--- src/hdl/lpis_pkg.sv ---
package lpis_pkg;

    localparam int DATA_W     = 8;
    localparam int OUT_W      = 64;
    localparam int FIELD_W    = 32;
    localparam int CFG_IDX_W  = 2;
    localparam int CFG_DATA_W = 64;
    localparam int POS_W      = 5;
    localparam int CHARS      = 16;

    typedef logic [CFG_IDX_W-1:0] cfg_index_t;
    typedef logic [POS_W-1:0]     pos_t;
    typedef logic [DATA_W-1:0]    char_t;

    localparam cfg_index_t CFG_CHARS_LOW  = 2'd0;
    localparam cfg_index_t CFG_CHARS_HIGH = 2'd1;
    localparam cfg_index_t CFG_LENGTH     = 2'd2;

    localparam logic [CFG_DATA_W-1:0] RESET_CHARS_LOW  = 64'h0000_0000_0020_2F2F;
    localparam logic [CFG_DATA_W-1:0] RESET_CHARS_HIGH = 64'h0;
    localparam pos_t                  RESET_LENGTH     = 5'd3;

    localparam char_t CH_NUL   = 8'h00;
    localparam char_t CH_LF    = 8'h0A;
    localparam char_t CH_TAB   = 8'h09;
    localparam char_t CH_SPACE = 8'h20;
    localparam char_t CH_LOW_A = 8'h61;
    localparam char_t CH_LOW_Z = 8'h7A;
    localparam char_t CASE_BIT = 8'h20;

    function automatic logic is_eol(input char_t c);
        return (c == CH_LF) || (c == CH_NUL);
    endfunction

    function automatic logic is_blank(input char_t c);
        return (c == CH_SPACE) || (c == CH_TAB);
    endfunction

    function automatic char_t to_upper(input char_t c);
        return ((c >= CH_LOW_A) && (c <= CH_LOW_Z)) ? (c - CASE_BIT) : c;
    endfunction

endpackage

--- src/hdl/line_prefix_index_scanner_top.sv ---
// Channel  | Direction | Handshake          | Payload
// ---------+-----------+--------------------+--------------------------------------------
// s_       | in        | s_tvalid/s_tready  | s_tdata: data_byte[7:0]; s_tlast: end_of_file
// m_       | out       | m_tvalid/m_tready  | m_tdata: line_offset[31:0], match_index[63:32]
// cfg_     | in        | cfg_valid/cfg_ready| cfg_index: register, cfg_data: value
//
// One byte is taken per cycle unless a stalled result holds input off. A byte sits in the input
// register, and the prefix compare and state update between that register and the result register
// set the result register, which drives m_tvalid after the s_ transfer.
// Reset (aresetn low, synchronous) restores the reset prefix and clears the scan state.
// While a result waits on m_tready, one more byte is held in the input register; then
// s_tready follows m_tready. cfg_ready is always high.
module line_prefix_index_scanner_top #(
    parameter int PREFIX_MAX  = 16,
    parameter int OFFSET_BITS = 32
) (
    input  logic                                aclk,
    input  logic                                aresetn,
    input  logic                                s_tvalid,
    output logic                                s_tready,
    input  logic [lpis_pkg::DATA_W-1:0]         s_tdata,   // data_byte
    input  logic                                s_tlast,   // end_of_file
    output logic                                m_tvalid,
    input  logic                                m_tready,
    output logic [lpis_pkg::OUT_W-1:0]          m_tdata,   // line_offset, match_index
    input  logic                                cfg_valid,
    output logic                                cfg_ready,
    input  lpis_pkg::cfg_index_t                cfg_index,
    input  logic [lpis_pkg::CFG_DATA_W-1:0]     cfg_data
);

    localparam int CLIP = (PREFIX_MAX < lpis_pkg::CHARS) ? PREFIX_MAX : lpis_pkg::CHARS;
    localparam lpis_pkg::pos_t CLIP_LEN = lpis_pkg::POS_W'(CLIP);
    localparam logic [OFFSET_BITS-1:0] OFFSET_MAX = '1;
    localparam logic [lpis_pkg::FIELD_W-1:0] MATCH_MAX = '1;

    // Configuration registers
    logic [lpis_pkg::CFG_DATA_W-1:0] chars_low_reg, chars_high_reg;
    lpis_pkg::pos_t                  length_reg;

    // Input register
    logic                    in_vld_reg;
    lpis_pkg::char_t         in_data_reg;
    logic                    in_last_reg;

    // Scan state
    logic                    at_start_reg, at_start_next;
    logic                    cand_reg, cand_next;
    lpis_pkg::pos_t          pos_reg, pos_next;
    logic                    blank_reg, blank_next;
    logic [OFFSET_BITS-1:0]  byte_cnt_reg, byte_cnt_next;
    logic [OFFSET_BITS-1:0]  lso_reg, lso_next;
    logic [lpis_pkg::FIELD_W-1:0] match_cnt_reg, match_cnt_next;

    // Result register
    logic                    out_vld_reg;
    logic [lpis_pkg::FIELD_W-1:0] out_offset_reg, out_index_reg;

    logic                    advance;
    logic                    step;
    logic                    hit;
    lpis_pkg::pos_t          eff_len;
    logic [2*lpis_pkg::CFG_DATA_W-1:0] all_chars;

    assign all_chars = {chars_high_reg, chars_low_reg};
    assign advance   = !out_vld_reg || m_tready;
    assign step      = in_vld_reg && advance;
    assign s_tready  = !in_vld_reg || advance;
    assign cfg_ready = 1'b1;
    assign m_tvalid  = out_vld_reg;
    assign m_tdata   = {out_index_reg, out_offset_reg};

    // A line end among the prefix characters cuts the prefix at that point.
    always_comb begin
        lpis_pkg::pos_t n;
        n = (length_reg > CLIP_LEN) ? CLIP_LEN : length_reg;
        eff_len = n;
        for (int k = lpis_pkg::CHARS - 1; k >= 0; k--) begin
            if ((lpis_pkg::POS_W'(k) < n) && lpis_pkg::is_eol(all_chars[8*k +: 8])) begin
                eff_len = lpis_pkg::POS_W'(k);
            end
        end
    end

    always_comb begin
        logic            compare;
        lpis_pkg::char_t c;
        lpis_pkg::char_t p;
        c       = in_data_reg;
        compare = 1'b1;
        hit     = 1'b0;
        lso_next   = lso_reg;
        cand_next  = cand_reg;
        pos_next   = pos_reg;
        blank_next = blank_reg;
        p          = all_chars[8*pos_reg[3:0] +: 8];

        if (at_start_reg) begin
            lso_next   = byte_cnt_reg;
            cand_next  = 1'b1;
            pos_next   = '0;
            blank_next = 1'b0;
            if (eff_len == '0) begin
                hit       = 1'b1;
                cand_next = 1'b0;
            end
        end

        if (cand_next && blank_next) begin
            if (lpis_pkg::is_blank(c)) begin
                compare = 1'b0;
            end else if (lpis_pkg::is_eol(c)) begin
                cand_next = 1'b0;
                compare   = 1'b0;
            end else begin
                blank_next = 1'b0;
                pos_next   = pos_next + 5'd1;
                if (pos_next >= eff_len) begin
                    hit       = 1'b1;
                    cand_next = 1'b0;
                    compare   = 1'b0;
                end
            end
        end

        // Positions of 16 and above always meet the length check first.
        if (cand_next && compare) begin
            p = all_chars[8*pos_next[3:0] +: 8];
            if (lpis_pkg::is_eol(c)) begin
                cand_next = 1'b0;
            end else if (pos_next >= eff_len) begin
                hit       = 1'b1;
                cand_next = 1'b0;
            end else if (lpis_pkg::is_blank(p)) begin
                if (lpis_pkg::is_blank(c)) begin
                    blank_next = 1'b1;
                end else begin
                    cand_next = 1'b0;
                end
            end else if (lpis_pkg::to_upper(c) == lpis_pkg::to_upper(p)) begin
                pos_next = pos_next + 5'd1;
                if (pos_next >= eff_len) begin
                    hit       = 1'b1;
                    cand_next = 1'b0;
                end
            end else begin
                cand_next = 1'b0;
            end
        end

        match_cnt_next = match_cnt_reg;
        if (hit && (match_cnt_reg != MATCH_MAX)) begin
            match_cnt_next = match_cnt_reg + 32'd1;
        end

        if (lpis_pkg::is_eol(c)) begin
            at_start_next = 1'b1;
            cand_next     = 1'b0;
            blank_next    = 1'b0;
        end else begin
            at_start_next = 1'b0;
        end

        byte_cnt_next = (byte_cnt_reg != OFFSET_MAX) ? byte_cnt_reg + 1'b1 : byte_cnt_reg;

        if (in_last_reg) begin
            at_start_next  = 1'b1;
            cand_next      = 1'b0;
            pos_next       = '0;
            blank_next     = 1'b0;
            byte_cnt_next  = '0;
            lso_next       = '0;
            match_cnt_next = '0;
        end
    end

    always_ff @(posedge aclk) begin
        if (!aresetn) begin
            chars_low_reg  <= lpis_pkg::RESET_CHARS_LOW;
            chars_high_reg <= lpis_pkg::RESET_CHARS_HIGH;
            length_reg     <= lpis_pkg::RESET_LENGTH;
        end else if (cfg_valid) begin
            case (cfg_index)
                lpis_pkg::CFG_CHARS_LOW:  chars_low_reg  <= cfg_data;
                lpis_pkg::CFG_CHARS_HIGH: chars_high_reg <= cfg_data;
                lpis_pkg::CFG_LENGTH:     length_reg     <= cfg_data[lpis_pkg::POS_W-1:0];
                default: ;
            endcase
        end
    end

    always_ff @(posedge aclk) begin
        if (!aresetn) begin
            in_vld_reg <= 1'b0;
        end else if (s_tready) begin
            in_vld_reg <= s_tvalid;
        end
    end

    always_ff @(posedge aclk) begin
        if (s_tready && s_tvalid) begin
            in_data_reg <= s_tdata;
            in_last_reg <= s_tlast;
        end
    end

    always_ff @(posedge aclk) begin
        if (!aresetn) begin
            at_start_reg  <= 1'b1;
            cand_reg      <= 1'b0;
            pos_reg       <= '0;
            blank_reg     <= 1'b0;
            byte_cnt_reg  <= '0;
            lso_reg       <= '0;
            match_cnt_reg <= '0;
            out_vld_reg   <= 1'b0;
        end else begin
            if (step) begin
                at_start_reg  <= at_start_next;
                cand_reg      <= cand_next;
                pos_reg       <= pos_next;
                blank_reg     <= blank_next;
                byte_cnt_reg  <= byte_cnt_next;
                lso_reg       <= lso_next;
                match_cnt_reg <= match_cnt_next;
            end
            if (advance) begin
                out_vld_reg <= step && hit;
            end
        end
    end

    // The line start is taken before an end of file clears the scan state.
    always_ff @(posedge aclk) begin
        if (step && hit) begin
            out_offset_reg <= lpis_pkg::FIELD_W'(at_start_reg ? byte_cnt_reg : lso_reg);
            out_index_reg  <= match_cnt_reg;
        end
    end

endmodule

--- config.mk ---
export PLATFORM = sky130hd
export DESIGN_NAME = line_prefix_index_scanner_top
export DESIGN_NICKNAME = d
export VERILOG_FILES = /design/src/hdl/lpis_pkg.sv /design/src/hdl/line_prefix_index_scanner_top.sv
export SDC_FILE = /design/constraint.sdc
export NUM_CORES = 1
export LEC_CHECK = 0
export ABC_AREA = 1
export BUFFER_PORTS_ARGS = -buffer_cell sky130_fd_sc_hd__clkbuf_2
export CAP_MARGIN = 20
export CORE_MARGIN = 3
export CORE_UTILIZATION = 55
export CTS_BUF_LIST = sky130_fd_sc_hd__clkbuf_16
export DETAILED_ROUTE_END_ITERATION = 12
export MAX_ROUTING_LAYER = met4
export PLACE_DENSITY = 0.75
export SLEW_MARGIN = 25
export SYNTH_ARGS = -nofsm -noshare
export SYNTH_HDL_FRONTEND = slang
export SYNTH_SLANG_ARGS = --single-unit
--- constraint.sdc ---
create_clock -name aclk -period 6.2 [get_ports aclk]
set_clock_uncertainty 0.15 [all_clocks]
set_input_delay 0.31 -clock aclk [delete_from_list [all_inputs] [get_ports aclk]]
set_output_delay 0.31 -clock aclk [all_outputs]
set_load 0.02 [all_outputs]
# Yosys cells after proc, flatten, opt, wreduce, memory -nomap -nowiden
# Index checks and enable logic that the tools add are counted.
[totals]
reg_bits = 312
elab_cells = 222
inputBits = 80
output_inout_bits = 67
[classes]
muxes = 76
n_eq_ne = 26
addsub = 6
magnitude_cmp = 24
shifts = 1
reduce_logical = 73
[op_table]
columns = ["operator", "n"]
rows = [
  ["32-bit 2-to-1 mux", 6],
  ["8-bit by 4-bit equality test with 1-bit output (second input constant)", 19],
  ["8-bit zero test", 17],
  ["5-bit 2-to-1 mux", 27],
  ["128-bit by 8-bit indexed part select with 8-bit output", 1],
  ["32-bit by 1-bit adder with 32-bit output (second input constant)", 2],
  ["32-bit != test (second input constant)", 2],
  ["1-bit 2-to-1 mux", 41],
  ["4-bit by 5-bit less-than comparator with 1-bit output (first input constant)", 8],
  ["1-bit logical AND", 24],
  ["1-bit logical OR", 21],
  ["3-bit by 5-bit less-than comparator with 1-bit output (first input constant)", 4],
  ["8-bit by 6-bit equality test with 1-bit output (second input constant)", 2],
  ["8-bit by 7-bit >= comparator with 1-bit output (second input constant)", 2],
  ["8-bit by 7-bit <= comparator with 1-bit output (second input constant)", 2],
  ["8-bit 2-to-1 mux", 2],
  ["8-bit by 6-bit subtractor with 8-bit output (second input constant)", 2],
  ["5-bit >= comparator", 3],
  ["5-bit by 1-bit adder with 5-bit output (second input constant)", 2],
  ["1-bit by 5-bit less-than comparator with 1-bit output (first input constant)", 2],
  ["2-bit by 5-bit less-than comparator with 1-bit output (first input constant)", 2],
  ["2-bit AND reduction", 5],
  ["8-bit equality test", 1],
  ["5-bit > comparator (second input constant)", 1],
  ["other kinds (6)", 8],
]

# Longest topological paths before layout
[depth]
ltp_word = 38
depth_mapped = 36
mapped_depth_nobuf = 34

# Worst setup path before layout
# Ideal clock, no wire load.
[synth_path]
path_type = "register -> register"
start = "register length_reg[4]"
end = "register out_index_reg[0] (netlist bit), enable pin"
n_path_buf = 1
setup_time_ns = 0.418
period_less_slack_ns = 5.007
required_time_ns = 5.632
arrival_ns = 4.438
path_stages_with_launch = 32
slack_ns = 1.193
path_cell_list = "dfxtp_1 clkbuf_1 nor2_1 nand2_1 o21ai_1 nand3_1 nand2_1 nand2_1 nand2_1 nand2_1 nand2_1 nand2_1 nand2_1 nand2_1 nand2_1 nand2_1 nand2_1 nand2_1 nand2_1 inv_1 ha_1 nand2_1 nor2_1 a21oi_1 inv_1 o211ai_1 nand4_1 nor2_1 nand4_1 nand2_2 nand2_1 inv_1"
[synth_via]
elab_chain_cells = 36
word_cells_on_any_way = 91
classes_between = "add/sub: 2; order compare: 22; eq/ne: 3; shift: 1; mux: 41; reduce/logical: 22"
[synth_lines]
columns = ["element", "line", "rtl"]
rows = [
  ["start, declared", "line_prefix_index_scanner_top.sv:39", "lpis_pkg::pos_t length_reg;"],
  ["start signal, assigned", "line_prefix_index_scanner_top.sv:181", "length_reg <= lpis_pkg::RESET_LENGTH;"],
  ["start signal, assigned", "line_prefix_index_scanner_top.sv:186", "lpis_pkg::CFG_LENGTH: length_reg <= cfg_data[lpis_pkg::POS_W-1:0];"],
  ["5-bit > comparator", "line_prefix_index_scanner_top.sv:76", "n = (length_reg > CLIP_LEN) ? CLIP_LEN : length_reg;"],
  ["5-bit 2-to-1 mux *", "line_prefix_index_scanner_top.sv:76", ""],
  ["4-bit by 5-bit less-than comparator with 1-bit output", "line_prefix_index_scanner_top.sv:79", "if ((lpis_pkg::POS_W'(k) < n) && lpis_pkg::is_eol(all_chars[8*k +: 8])) begin"],
  ["1-bit logical AND", "line_prefix_index_scanner_top.sv:79", ""],
  ["5-bit 2-to-1 mux (15 in a row)", "line_prefix_index_scanner_top.sv:79", ""],
  ["5-bit 2-to-1 mux *", "line_prefix_index_scanner_top.sv:79", ""],
  ["5-bit zero test", "line_prefix_index_scanner_top.sv:103", "if (eff_len == '0) begin"],
  ["1-bit 2-to-1 mux", "line_prefix_index_scanner_top.sv:103", ""],
  ["(+6 left out)", "--", ""],
  ["8-bit 2-to-1 mux", "lpis_pkg.sv:40", "return ((c >= CH_LOW_A) && (c <= CH_LOW_Z)) ? (c - CASE_BIT) : c;"],
  ["8-bit equality test", "line_prefix_index_scanner_top.sv:140", "end else if (lpis_pkg::to_upper(c) == lpis_pkg::to_upper(p)) begin"],
  ["1-bit 2-to-1 mux", "line_prefix_index_scanner_top.sv:140", ""],
  ["1-bit 2-to-1 mux", "line_prefix_index_scanner_top.sv:134", "end else if (lpis_pkg::is_blank(p)) begin"],
  ["1-bit 2-to-1 mux", "line_prefix_index_scanner_top.sv:131", "end else if (pos_next >= eff_len) begin"],
  ["1-bit 2-to-1 mux", "line_prefix_index_scanner_top.sv:129", "if (lpis_pkg::is_eol(c)) begin"],
  ["1-bit 2-to-1 mux *", "line_prefix_index_scanner_top.sv:127", "if (cand_next && compare) begin"],
  ["1-bit logical AND *", "line_prefix_index_scanner_top.sv:235", "if (step && hit) begin"],
  ["end signal, assigned", "line_prefix_index_scanner_top.sv:237", "out_index_reg <= match_cnt_reg;"],
  ["end, declared", "line_prefix_index_scanner_top.sv:57", "logic [lpis_pkg::FIELD_W-1:0] out_offset_reg, out_index_reg;"],
]
# Every way passes the cells marked *; elsewhere a longest branch is shown, timed or not.
# A chain may end at the register's enable or synchronous reset.

# Final worst setup path
[layout_path]
start = "register at_start_reg"
end = "register match_cnt_reg[15] (netlist bit)"
[layout_via]
elab_chain_cells = 18
word_cells_on_any_way = 45
classes_between = "add/sub: 3; order compare: 5; eq/ne: 3; shift: 1; mux: 26; reduce/logical: 7"
[layout_lines]
columns = ["element", "line", "rtl"]
rows = [
  ["start, declared", "line_prefix_index_scanner_top.sv:47", "logic at_start_reg, at_start_next;"],
  ["start signal, assigned", "line_prefix_index_scanner_top.sv:219", "at_start_reg <= at_start_next;"],
  ["5-bit 2-to-1 mux", "line_prefix_index_scanner_top.sv:98", "if (at_start_reg) begin"],
  ["5-bit by 1-bit adder with 5-bit output", "line_prefix_index_scanner_top.sv:117", "pos_next = pos_next + 5'd1;"],
  ["5-bit 2-to-1 mux", "line_prefix_index_scanner_top.sv:112", "end else if (lpis_pkg::is_eol(c)) begin"],
  ["5-bit 2-to-1 mux", "line_prefix_index_scanner_top.sv:110", "if (lpis_pkg::is_blank(c)) begin"],
  ["5-bit 2-to-1 mux", "line_prefix_index_scanner_top.sv:109", "if (cand_next && blank_next) begin"],
  ["128-bit by 8-bit indexed part select with 8-bit output", "line_prefix_index_scanner_top.sv:128", "p = all_chars[8*pos_next[3:0] +: 8];"],
  ["8-bit by 7-bit >= comparator with 1-bit output / 8-bit by 7-bit <= comparator with 1-bit output (equally long branches)", "lpis_pkg.sv:40", ""],
  ["1-bit logical AND", "lpis_pkg.sv:40", ""],
  ["(+2 left out)", "--", ""],
  ["1-bit 2-to-1 mux", "line_prefix_index_scanner_top.sv:140", ""],
  ["1-bit 2-to-1 mux", "line_prefix_index_scanner_top.sv:134", ""],
  ["1-bit 2-to-1 mux", "line_prefix_index_scanner_top.sv:131", ""],
  ["1-bit 2-to-1 mux", "line_prefix_index_scanner_top.sv:129", ""],
  ["1-bit 2-to-1 mux *", "line_prefix_index_scanner_top.sv:127", ""],
  ["1-bit logical AND *", "line_prefix_index_scanner_top.sv:152", "if (hit && (match_cnt_reg != MATCH_MAX)) begin"],
  ["2-bit nonzero test (no source line) *", "--", ""],
  ["2-bit AND reduction (no source line) *", "--", ""],
  ["end signal, assigned", "line_prefix_index_scanner_top.sv:225", "match_cnt_reg <= match_cnt_next;"],
  ["end, declared", "line_prefix_index_scanner_top.sv:53", "logic [lpis_pkg::FIELD_W-1:0] match_cnt_reg, match_cnt_next;"],
]
# Marks and branches as above.

==> reports/qor.csv <==
metric,value,unit
routed_wl,43.0,mm
dpl_worst_slack,0.628,ns
status,completed,
io_buffers,145,
drc,0,
crit_path_max_fanout,67,
cts_root_buf,clkbuf_16,
postCtsSetupRepairBufs,0,
finalSetupViolCount,0,
cp_slowest_cell,dfxtp_1,
synth_xor_area_share,2.34,%
pin_count,147,
num_vias,15000,
grt_pass1_vias,13900,
numCtsBuffers,31,
firstDrtPassIters,7,
start_util,56.2,%
yosysUniqueCellTypes,54,
crit_family,simple AND/OR/NAND/NOR gates,
synthSimpleGateAreaFrac,28.7,%
grt_max_degree,124,
ys.flop_type,dfxtp_1,
synth_top_family_by_area,simple AND/OR/NAND/NOR gates,
syn_inst,2133,
syn-num-nets,2236,
slew_violations,0,
setup_slack,0.566,ns
grt_antenna_before_repair,0,
tightest_slew,1.03,ns
leakage,7.43,nW
syn2layout_area_growth,16.6,%
yosys.area.top_type,dfxtp_1,
rsz0062_at_grt,no,
ir_drop,0.212,mV
insertion_delay,0.58,ns
cp-end-kind,register,
ys_ff_latch,312,
place.gp.congestion,0.970,
yosysTopAreaCellShare,30.5,%
die_w,175,um
cp.arrival,5.98,ns
fin_crit_sh,90.9,%
place_inst,2568,
ant_nets,0,
grt_pass1_wl,69.6,mm
max_freq,177,MHz
coreArea,27900,um^2
die-area,30600,um^2
drv_cap,0,
cts_tree,built,
overflow,0,
cp_slowest_stage_delay,0.54,ns
synth_area_leaders,"dfxtp_1 (30%), edfxtp_1 (14%), nand2_1 (9.9%)",
async_flop_share,0,%
yosysWarnings,0,
cts_max_path_buffers,3,
fin_nets,2405,
p_total,4.69,mW
cp-start-kind,register,
synth_compound_area_share,14.4,%
track_usage,28.3,%
antenna_cells,0,
via_per_inst,5.53,
path_clk_slew,0.07,ns
cts-htree-levels,1,
tns,0,ns
synthMuxAreaShare,0,%
num_rows,61,
crit_top_cell,nand2_1,
numClockSinks,312,
dr.first_iter.drc_count,1239,
synth_edf_count,73,
power_density,256,nW/um^2
wl_per_cell,15.9,um
final-hold-violation-count,0,
synth_area,15700,um^2
hpwl,30.0,mm
min_period,5.63,ns
synth_area_per_cell,7.36,um^2
drive_gt1_share,11.2,%
die_y,175,um
hold_path.class,input port to register,
synth_fa_ha_area_share,1.83,%
crit_buf_inv,5,
ys_seq_area_share,44.4,%
fin_cells,2704,
worstPathRequired,6.54,ns
crit_type,register to register,
slew-limit-headroom,31.4,%
## cell type report
class	instances	area, um^2
fillers	2485	9630
multi-input cells	1515	7440
flip-flops and latches	312	6980
repair buffers	238	1640
clock buffers	32	801
inverters	204	771
well taps	378	473
clock inverters	25	209
## metrics by stage
step | cell area (um^2) | utilization [%] | hold WS [ns]
floorplan | 15700 | - | 0.259
global placement | 16500 | 59.1 | 0.309
detailed placement | 16500 | 59.1 | 0.313
CTS | 18300 | 65.5 | 0.0801
global route | 18300 | 65.5 | 0.133
finish | 18300 | 65.5 | 0.107
## synth_stat cells (3+ instances only)
| master | count |
|---|---|
| a211oi_1 | 6 |
| nor2_2 | 9 |
| ha_1 | 23 |
| clkbuf_1 | 65 |
| a22oi_1 | 32 |
| nor3b_1 | 4 |
| nand2_2 | 12 |
| nor4_1 | 24 |
| xnor2_1 | 16 |
| nand2_1 | 412 |
| edfxtp_1 | 73 |
| nor2_1 | 301 |
| a31oi_1 | 4 |
| nand3_1 | 172 |
| o211ai_1 | 16 |
| inv_2 | 7 |
| o21ai_0 | 180 |
| xor2_1 | 26 |
| dfxtp_1 | 239 |
| a21oi_1 | 155 |
| buf_6 | 5 |
| dlygate4sd1_1 | 3 |
| buf_4 | 16 |
| inv_1 | 195 |
| o21bai_1 | 3 |
| o21ai_1 | 4 |
| nor2_4 | 3 |
| buf_2 | 10 |
| nand2_4 | 4 |
| nand4_1 | 31 |
| nor3_1 | 52 |
## final timing paths
path                     start           endpoint  slack (ns)  depth (start not counted)
max               at_start_reg  match_cnt_reg[15]        0.57                         26
min reg2reg  chars_low_reg[37]  chars_low_reg[37]        0.32                          2
max reg2reg       at_start_reg  match_cnt_reg[15]        0.57                         26
min                  cfg_valid      length_reg[2]        0.11                          3
## metal layers
layer	vias to the layer above	wire length, um	track usage, %
li1	7449	-	-
met1	6917	18800	36.3
met2	497	20500	47.0
met3	87	2260	3.09
met4	0	1440	9.14
met5	-	0	-
## cell families after synthesis
kind of cell | after synthesis
xor+xnor | 42
fa+ha+maj | 23
other cells | 1
buf+inv | 306
simple gates | 1036
flops | 312
compound gates | 413
## layout by cell type (no fill, tap or decap), types with 6 or more instances in the layout
master	n
nor2_2	10
a22oi_1	32
nand2_2	12
clkinv_2	10
edfxtp_1	73
dlygate4sd3_1	79
a21oi_1	155
o21ai_0	180
nor4_1	24
nand3_1	172
nand2_1	412
nand4_1	31
ha_1	23
o211ai_1	16
clkbuf_2	144
inv_2	10
nor2_1	300
xnor2_1	16
clkbuf_16	32
inv_1	199
buf_4	14
nor3_1	50
a211oi_1	6
dfxtp_1	239
xor2_1	26
## repair_timing
item / in CTS / in global routing
setup endpoints to repair: 0 / 31
hold buffers: 79 / 0
endpoints found under the hold margin: 144 / 0
gates resized for setup: 0 / 1
## power breakdown
| part | internal (mW) | switching (mW) |
|---|---|---|
| logic | 0.205 | 0.407 |
| clock network | 1.06 | 0.791 |
| registers | 2.18 | 0.0522 |
## worst min-delay path, stage by stage
cell and delay [ns]:
clkbuf_2 0.09, nand3_1 0.27, a21oi_1 0.11
No activity file was read; power rests on OpenSTA's default activity.
